==> src/design/ufea_pkg.sv <==
// ----------------------------------------------------------------------------
// ufea_pkg: shared types and microcode for the union-find edge acceptor
// Item structs, control word layout, sequencer steps and the control store.
// ----------------------------------------------------------------------------
package ufea_pkg;

  localparam int unsigned MAX_VERTICES_DEF = 1024;
  localparam int unsigned VTX_W    = 10;
  localparam int unsigned WEIGHT_W = 24;
  localparam int unsigned TOTAL_W  = 48;
  localparam int unsigned COUNT_W  = 10;
  localparam int unsigned VCNT_W   = 11;
  localparam int unsigned RANK_W   = 4;
  localparam int unsigned APB_AW   = 3;
  localparam int unsigned APB_DW   = 32;

  localparam logic [RANK_W-1:0]  RANK_INIT = RANK_W'(1);
  localparam logic [RANK_W-1:0]  RANK_MAX  = RANK_W'(15);
  localparam logic [VCNT_W-1:0]  VCNT_RESET = VCNT_W'(1024);

  // register index, taken from paddr[2]
  localparam logic REG_VERTEX_COUNT = 1'b0;

  typedef struct packed {
    logic [VTX_W-1:0]           vertex_a;
    logic [VTX_W-1:0]           vertex_b;
    logic signed [WEIGHT_W-1:0] edge_weight;
  } in_item_t;

  typedef struct packed {
    logic                      joined;
    logic                      bad_vertex;
    logic signed [TOTAL_W-1:0] tree_weight;
    logic [COUNT_W-1:0]        edges_taken;
    logic                      tree_complete;
  } out_item_t;

  typedef enum logic [4:0] {
    ST_IDLE,
    ST_CHECK,
    ST_FA_RD,
    ST_FA_CHK,
    ST_CA_SET,
    ST_CA_RD,
    ST_CA_WR,
    ST_FB_SET,
    ST_FB_RD,
    ST_FB_CHK,
    ST_CB_SET,
    ST_CB_RD,
    ST_CB_WR,
    ST_SAME,
    ST_LINK,
    ST_RANK,
    ST_EMIT
  } step_t;

  typedef enum logic [1:0] {X_HOLD, X_A, X_B, X_PARENT} x_sel_t;
  typedef enum logic [1:0] {M_NONE, M_COMP, M_LINK, M_RANK} mem_op_t;
  typedef enum logic [2:0] {
    C_ALWAYS, C_ACCEPT, C_BAD, C_ROOT, C_AT_ROOT, C_SAME, C_OUT_FREE
  } cond_t;

  typedef struct packed {
    logic    take;      // ready for a new item
    x_sel_t  x_sel;
    logic    root_b;    // 0: root register A, 1: root register B
    logic    ld_root;
    mem_op_t mem_op;
    logic    tot;       // bump weight total and edge count
    logic    emit;
  } ctrl_t;

  typedef struct packed {
    logic accept;
    logic bad;
    logic is_root;
    logic at_root;
    logic same;
    logic out_free;
  } stat_t;

  typedef struct packed {
    ctrl_t ctrl;
    cond_t cond;
    step_t jmp;   // taken when cond holds
    step_t alt;   // taken otherwise
  } uword_t;

  function automatic uword_t mk(input ctrl_t c, input cond_t cd, input step_t j,
                                input step_t a);
    uword_t w;
    w.ctrl = c;
    w.cond = cd;
    w.jmp  = j;
    w.alt  = a;
    return w;
  endfunction

  // control store
  function automatic uword_t ucode(input step_t pc);
    ctrl_t c;
    uword_t w;
    c = '{take: 1'b0, x_sel: X_HOLD, root_b: 1'b0, ld_root: 1'b0,
          mem_op: M_NONE, tot: 1'b0, emit: 1'b0};
    case (pc)
      ST_IDLE: begin
        c.take = 1'b1;
        w = mk(c, C_ACCEPT, ST_CHECK, ST_IDLE);
      end
      ST_CHECK: begin
        c.x_sel = X_A;
        w = mk(c, C_BAD, ST_EMIT, ST_FA_RD);
      end
      ST_FA_RD:  w = mk(c, C_ALWAYS, ST_FA_CHK, ST_FA_CHK);
      ST_FA_CHK: begin
        c.ld_root = 1'b1;
        c.x_sel   = X_PARENT;
        w = mk(c, C_ROOT, ST_CA_SET, ST_FA_RD);
      end
      ST_CA_SET: begin
        c.x_sel = X_A;
        w = mk(c, C_ALWAYS, ST_CA_RD, ST_CA_RD);
      end
      ST_CA_RD:  w = mk(c, C_ALWAYS, ST_CA_WR, ST_CA_WR);
      ST_CA_WR: begin
        c.mem_op = M_COMP;
        c.x_sel  = X_PARENT;
        w = mk(c, C_AT_ROOT, ST_FB_SET, ST_CA_RD);
      end
      ST_FB_SET: begin
        c.x_sel = X_B;
        w = mk(c, C_ALWAYS, ST_FB_RD, ST_FB_RD);
      end
      ST_FB_RD:  w = mk(c, C_ALWAYS, ST_FB_CHK, ST_FB_CHK);
      ST_FB_CHK: begin
        c.root_b  = 1'b1;
        c.ld_root = 1'b1;
        c.x_sel   = X_PARENT;
        w = mk(c, C_ROOT, ST_CB_SET, ST_FB_RD);
      end
      ST_CB_SET: begin
        c.x_sel = X_B;
        w = mk(c, C_ALWAYS, ST_CB_RD, ST_CB_RD);
      end
      ST_CB_RD:  w = mk(c, C_ALWAYS, ST_CB_WR, ST_CB_WR);
      ST_CB_WR: begin
        c.root_b = 1'b1;
        c.mem_op = M_COMP;
        c.x_sel  = X_PARENT;
        w = mk(c, C_AT_ROOT, ST_SAME, ST_CB_RD);
      end
      ST_SAME:   w = mk(c, C_SAME, ST_EMIT, ST_LINK);
      ST_LINK: begin
        c.mem_op = M_LINK;
        c.tot    = 1'b1;
        w = mk(c, C_ALWAYS, ST_RANK, ST_RANK);
      end
      ST_RANK: begin
        c.mem_op = M_RANK;
        w = mk(c, C_ALWAYS, ST_EMIT, ST_EMIT);
      end
      ST_EMIT: begin
        c.emit = 1'b1;
        w = mk(c, C_OUT_FREE, ST_IDLE, ST_EMIT);
      end
      default:   w = mk(c, C_ALWAYS, ST_IDLE, ST_IDLE);
    endcase
    return w;
  endfunction

endpackage

==> src/design/ufea_seq.sv <==
// ----------------------------------------------------------------------------
// ufea_seq: microcode sequencer
// Step counter, control store lookup and two-way conditional jump.
// ----------------------------------------------------------------------------
module ufea_seq import ufea_pkg::*; (
  input  logic  clk,
  input  logic  rst,
  input  stat_t stat,
  output ctrl_t ctrl
);

  step_t  pc;
  step_t  pc_next;
  uword_t word;
  logic   cond_ok;

  assign word = ucode(pc);
  assign ctrl = word.ctrl;

  always_comb begin
    case (word.cond)
      C_ALWAYS:   cond_ok = 1'b1;
      C_ACCEPT:   cond_ok = stat.accept;
      C_BAD:      cond_ok = stat.bad;
      C_ROOT:     cond_ok = stat.is_root;
      C_AT_ROOT:  cond_ok = stat.at_root;
      C_SAME:     cond_ok = stat.same;
      C_OUT_FREE: cond_ok = stat.out_free;
      default:    cond_ok = 1'b1;
    endcase
    pc_next = cond_ok ? word.jmp : word.alt;
  end

  always_ff @(posedge clk) begin
    if (rst) begin
      pc <= ST_IDLE;
    end else begin
      pc <= pc_next;
    end
  end

endmodule

==> config.mk <==
export PLATFORM = sky130hd
export DESIGN_NAME = ufea_seq
export DESIGN_NICKNAME = d
export VERILOG_FILES = /design/src/design/ufea_pkg.sv /design/src/design/ufea_seq.sv
export SDC_FILE = /design/constraint.sdc
export NUM_CORES = 1
export LEC_CHECK = 0
export BUFFER_PORTS_ARGS = -buffer_cell sky130_fd_sc_hd__buf_2
export CORE_ASPECT_RATIO = 1.5
export CORE_MARGIN = 2
export CORE_UTILIZATION = 30
export CTS_BUF_LIST = sky130_fd_sc_hd__clkbuf_2
export DETAILED_ROUTE_END_ITERATION = 10
export PLACE_DENSITY_LB_ADDON = 0.12
export SLEW_MARGIN = 0
export SYNTH_ARGS = -nofsm -noshare
export SYNTH_HDL_FRONTEND = slang
export SYNTH_SLANG_ARGS = --single-unit
==> constraint.sdc <==
create_clock -name clk -period 5.3 [get_ports clk]
set_clock_uncertainty 0.1 [all_clocks]
set_input_delay 1.06 -clock clk [delete_from_list [all_inputs] [get_ports clk]]
set_output_delay 1.06 -clock clk [all_outputs]
set_load 0.02 [all_outputs]
**Word-level counts from Yosys, hierarchy flattened**

Cells that the tools add are included.

- Word-level logic and storage cells: 27
- Flip-flop bits (word level): 5
- Bits of input ports: 8

- Multiplexer cells: 3
- Reductions and logical operators: 1
- Eq/ne operators: 22

Operator list:

| cell | count |
|---|---|
| 22-bit case mux with 17 select lines | 1 |
| 5-bit by 4-bit == test with 1-bit output (second input constant) | 8 |
| 5-bit by 3-bit == test with 1-bit output (second input constant) | 4 |
| 5-bit by 2-bit == test with 1-bit output (second input constant) | 2 |
| 3-bit == test (second input constant) | 3 |
| 3-bit by 2-bit == test with 1-bit output (second input constant) | 2 |
| 1-bit case mux with 6 select lines | 1 |
| 5-bit by 1-bit == test with 1-bit output (second input constant) | 1 |
| 5-bit == test (second input constant) | 1 |
| 5-bit zero test | 1 |
| 5-bit 2-to-1 mux | 1 |
| 3-bit by 1-bit == test with 1-bit output (second input constant) | 1 |

**Longest topological paths before layout**

- Depth after elaboration: 5
- Depth in mapped cells: 8
- Depth with buffers taken out: 6

**Worst setup path after synthesis**

No wires, ideal clock.

- Path type: flip-flop to output port
- Start point: register pc[1]
- End point: output ctrl[2] in the netlist's numbering
- Cell stages (with the launch flop): 7
- Slack: 2.003 ns
- Buffers on the path: 2
- Arrival time: 2.137 ns
- Path through: dfxtp_1 > buf_6 > buf_2 > inv_1 > nor2_1 > nor3_1 > a2111oi_0

RTL lines:

| element | line | RTL |
|---|---|---|
| start, declared | ufea_seq.sv:12 | `step_t pc;` |
| start signal, assigned | ufea_seq.sv:38 | `pc <= pc_next;` |
| end, declared | ufea_seq.sv:9 | `output ctrl_t ctrl` |

==> impl_metrics.prom <==
# TYPE chip_impl_metric gauge
chip_impl_info{name="status",value="complete, no violations"} 1
chip_impl_metric{name="vias",unit=""} 756
chip_impl_metric{name="synth.top_cell.area_share",unit=""} 0.149
chip_impl_metric{name="holdPathStages",unit=""} 2
chip_impl_info{name="grt_setup_unrepaired",value="false"} 1
chip_impl_info{name="hold_path.class",value="reg -> reg"} 1
chip_impl_metric{name="synth-seq-cells",unit=""} 5
chip_impl_metric{name="min_period_over_period",unit=""} 0.618
chip_impl_metric{name="cp.arrival",unit="ns"} 2.11
chip_impl_metric{name="max-clock-path-buffers",unit=""} 2
chip_impl_metric{name="final-seq-area",unit="um2"} 100
chip_impl_info{name="critPathKind",value="reg -> out"} 1
chip_impl_metric{name="global_route.usage.total",unit=""} 0.151
chip_impl_metric{name="antenna_violating_nets_left",unit=""} 0
chip_impl_metric{name="hold-worst-slack",unit="ns"} 0.664
chip_impl_info{name="startpoint",value="pc[3]"} 1
chip_impl_metric{name="diodes",unit=""} 0
chip_impl_metric{name="post_synth.cell_area_avg",unit="um2"} 6.99
chip_impl_metric{name="postSynth.asyncResetShare",unit=""} 0
chip_impl_metric{name="port_buffers",unit=""} 16
chip_impl_metric{name="relSlewSlack",unit=""} 0.430
chip_impl_info{name="hold_path_startpoint",value="pc[3]"} 1
chip_impl_info{name="ys_top_cells_by_area",value="sky130_fd_sc_hd__dfxtp_1 (15%), sky130_fd_sc_hd__nor2_1 (6.7%), sky130_fd_sc_hd__a21oi_1 (5.2%)"} 1
chip_impl_info{name="ys_dominant_reg_cell",value="sky130_fd_sc_hd__dfxtp_1"} 1
chip_impl_info{name="synth.largest_area_cell",value="sky130_fd_sc_hd__dfxtp_1"} 1
chip_impl_metric{name="avgViaCountPerCell",unit=""} 5.91
chip_impl_metric{name="synth.yosys.warnings",unit=""} 0
chip_impl_metric{name="core_area",unit="um2"} 2180
chip_impl_metric{name="total_power",unit="mW"} 0.353
chip_impl_metric{name="fp-row-count",unit=""} 21
chip_impl_metric{name="cts_htree_levels",unit=""} 1
chip_impl_info{name="root_buffer_master",value="sky130_fd_sc_hd__clkbuf_2"} 1
chip_impl_metric{name="cts.clk_slew.worst_paths",unit="ns"} 0.06
chip_impl_metric{name="pin_count",unit=""} 17
chip_impl_metric{name="critical_path_required",unit="ns"} 4.14
chip_impl_metric{name="drc",unit=""} 0
chip_impl_metric{name="die_y",unit="um"} 61.9
chip_impl_metric{name="dpl_worst_slack",unit="ns"} 2.28
chip_impl_metric{name="leak_pwr",unit="nW"} 0.270
chip_impl_metric{name="fill_cells",unit=""} 254
chip_impl_metric{name="floorplan.die_area",unit="um2"} 2640
chip_impl_metric{name="cts_resized",unit=""} 0
chip_impl_metric{name="netlist_area",unit="um2"} 671
chip_impl_metric{name="chipWidth",unit="um"} 42.6
chip_impl_metric{name="post-route-min-period",unit="ns"} 3.27
chip_impl_metric{name="gp_congestion",unit=""} 0.758
chip_impl_metric{name="post_synthesis_net_count",unit=""} 104
chip_impl_metric{name="pwr_density_cell",unit="nW/um2"} 477
chip_impl_metric{name="ff2ff_setup_slack",unit="ns"} 2.65
chip_impl_metric{name="grt_pass1_wl",unit="um"} 3010
chip_impl_metric{name="rr_worst_depth",unit=""} 6
chip_impl_metric{name="drive_gt1_frac",unit=""} 0.238
chip_impl_metric{name="largest_reg_flops",unit=""} 5
chip_impl_metric{name="routed_wl",unit="um"} 1790
chip_impl_metric{name="dp_hpwl",unit="um"} 1270
chip_impl_metric{name="final_util",unit=""} 0.340
chip_impl_metric{name="number_of_buffers_added_for_setup_after_cts",unit=""} 0
chip_impl_metric{name="postLayoutSetupSlackWorst",unit="ns"} 2.03
chip_impl_info{name="max_flop_register",value="pc"} 1
chip_impl_metric{name="routed_wire_length_per_instance",unit="um"} 14.0
chip_impl_info{name="r2r-start",value="pc[3]"} 1
chip_impl_info{name="crit_path_start_kind",value="register"} 1
chip_impl_metric{name="power.combinational.fraction",unit=""} 0.609
chip_impl_metric{name="hold_violations",unit=""} 0
chip_impl_metric{name="dr.pass1.iters",unit=""} 4
chip_impl_metric{name="leftover_overflow_at_the_end_of_global_routing",unit=""} 0
chip_impl_metric{name="cts-hold-fix-buffers",unit=""} 0
chip_impl_info{name="largestRegisters",value="pc (5)"} 1
chip_impl_metric{name="max_ir_drop_vdd",unit="mV"} 0.165
chip_impl_info{name="critical_path.endpoint_type",value="output port"} 1
chip_impl_metric{name="finish.net_count",unit=""} 114
chip_impl_metric{name="timing.final.setup_violations",unit=""} 0
chip_impl_metric{name="achievable-frequency",unit="MHz"} 306
chip_impl_metric{name="synth_cell_types",unit=""} 40
chip_impl_metric{name="layout-area-overhead-vs-synth",unit="%"} 10.4
chip_impl_metric{name="clk_latency",unit="ns"} 0.24
chip_impl_metric{name="antenna_found_initial",unit=""} 0
chip_impl_metric{name="seq_power_share",unit=""} 0.281
chip_impl_info{name="tritoncts",value="built"} 1
chip_impl_info{name="top_count_cell_post_synth",value="sky130_fd_sc_hd__nor2_1"} 1
chip_impl_metric{name="crit_path_max_fanout",unit=""} 21
chip_impl_metric{name="power_report.internal_total",unit="mW"} 0.166
chip_impl_metric{name="final-max-slew-violation-count",unit=""} 0
chip_impl_metric{name="initialDrtViolationCount",unit=""} 20
chip_impl_metric{name="inserted_clock_buffers",unit=""} 3
chip_impl_metric{name="multi_input_comb_area",unit="um2"} 500
chip_impl_metric{name="swShare",unit=""} 0.532
chip_impl_metric{name="drv_cap",unit=""} 0
chip_impl_metric{name="total_switching_power",unit="mW"} 0.188
chip_impl_metric{name="grt_max_degree",unit=""} 28
chip_impl_metric{name="post_synth_inst_count",unit=""} 96
chip_impl_metric{name="setup_total_negative_slack",unit="ns"} 0
chip_impl_info{name="synth_top_cells_by_count",value="sky130_fd_sc_hd__nor2_1 (12), sky130_fd_sc_hd__nand2_1 (9), sky130_fd_sc_hd__a21oi_1 (7), sky130_fd_sc_hd__clkbuf_1 (6), sky130_fd_sc_hd__dfxtp_1 (5)"} 1
chip_impl_metric{name="start_util",unit=""} 0.308
chip_impl_metric{name="worst_pin_slew",unit="ns"} 0.853
chip_impl_metric{name="power.clock.fraction",unit=""} 0.109
chip_impl_metric{name="cts.sink_count",unit=""} 5
chip_impl_metric{name="ys_seq_area_frac",unit=""} 0.149
chip_impl_metric{name="number_of_global_route_vias_before_repair",unit=""} 665
chip_impl_metric{name="synth_enable_flop_cells",unit=""} 0
==> critical path, cell delays in order (launching register included) <==
cell and delay [ns]:
sky130_fd_sc_hd__dfxtp_1 0.73, sky130_fd_sc_hd__nor2b_1 0.48, sky130_fd_sc_hd__nor3_1 0.08, sky130_fd_sc_hd__a2111oi_0 0.36
sky130_fd_sc_hd__buf_2 0.23
==> metrics by stage <==
| stage | std cells | cell area (um2) |
|---|---|---|
| after floorplan | 96 | 671 |
| after global placement | 124 | 721 |
| after detailed placement | 124 | 721 |
| after CTS | 128 | 741 |
| after global routing | 128 | 741 |
| final | 128 | 741 |
==> layout by cell type (no fill, tap or decap), drive strengths merged, types with 3 or more instances in the layout <==
master,n
dfxtp,5
nand2,9
a21oi,8
nor2,12
nor2b,3
o21ai,4
o211a,3
nor3b,3
a2111oi,3
clkbuf,4
nor3,3
inv,3
buf,16
==> worst paths after layout <==
kind | endpoint
max | ctrl[2]
min | pc[3]
max reg2reg | pc[1]
min reg2reg | pc[3]
==> area by class of cell <==
type                       count  area share
sequential                     5       0.135
inverter                       3      0.0152
tap                           23      0.0389
multi-input combinational     77       0.676
clock buffer                   4      0.0270
timing repair buffer          16       0.108
==> power groups by stage <==
| stage | combinational [mW] | sequential (mW) | clock (mW) |
|---|---|---|---|
| 2_1_floorplan | 0.223 | 0.0550 | 0 |
| 3_3_place_gp | 0.218 | 0.0979 | 0 |
| 3_5_place_dp | 0.217 | 0.0999 | 0 |
| 4_1_cts | 0.218 | 0.0987 | 0.0385 |
| 5_1_grt | 0.243 | 0.107 | 0.0412 |
| 6_report | 0.215 | 0.0994 | 0.0386 |
==> logic make-up (layout without fill, tap and decap cells) <==
logic type             after synthesis  after routing  share of synthesized area
AND/OR/NAND/NOR                     41             41                      0.321
flip-flops                           5              5                      0.149
AO/OA/AOI/OAI                       34             34                      0.399
buffers and inverters               14             23                      0.104
XOR/XNOR                             2              2                     0.0261
==> layer usage <==
metal  vias up  track usage  wire length [um]
met1       354        0.188               782
met3         4       0.0318                60
met4         0       0.0982                38
li1        376            -                 -
met2        22        0.237               905
met5         -            0                 0
Note: power is estimated with default switching activity, not from simulation.
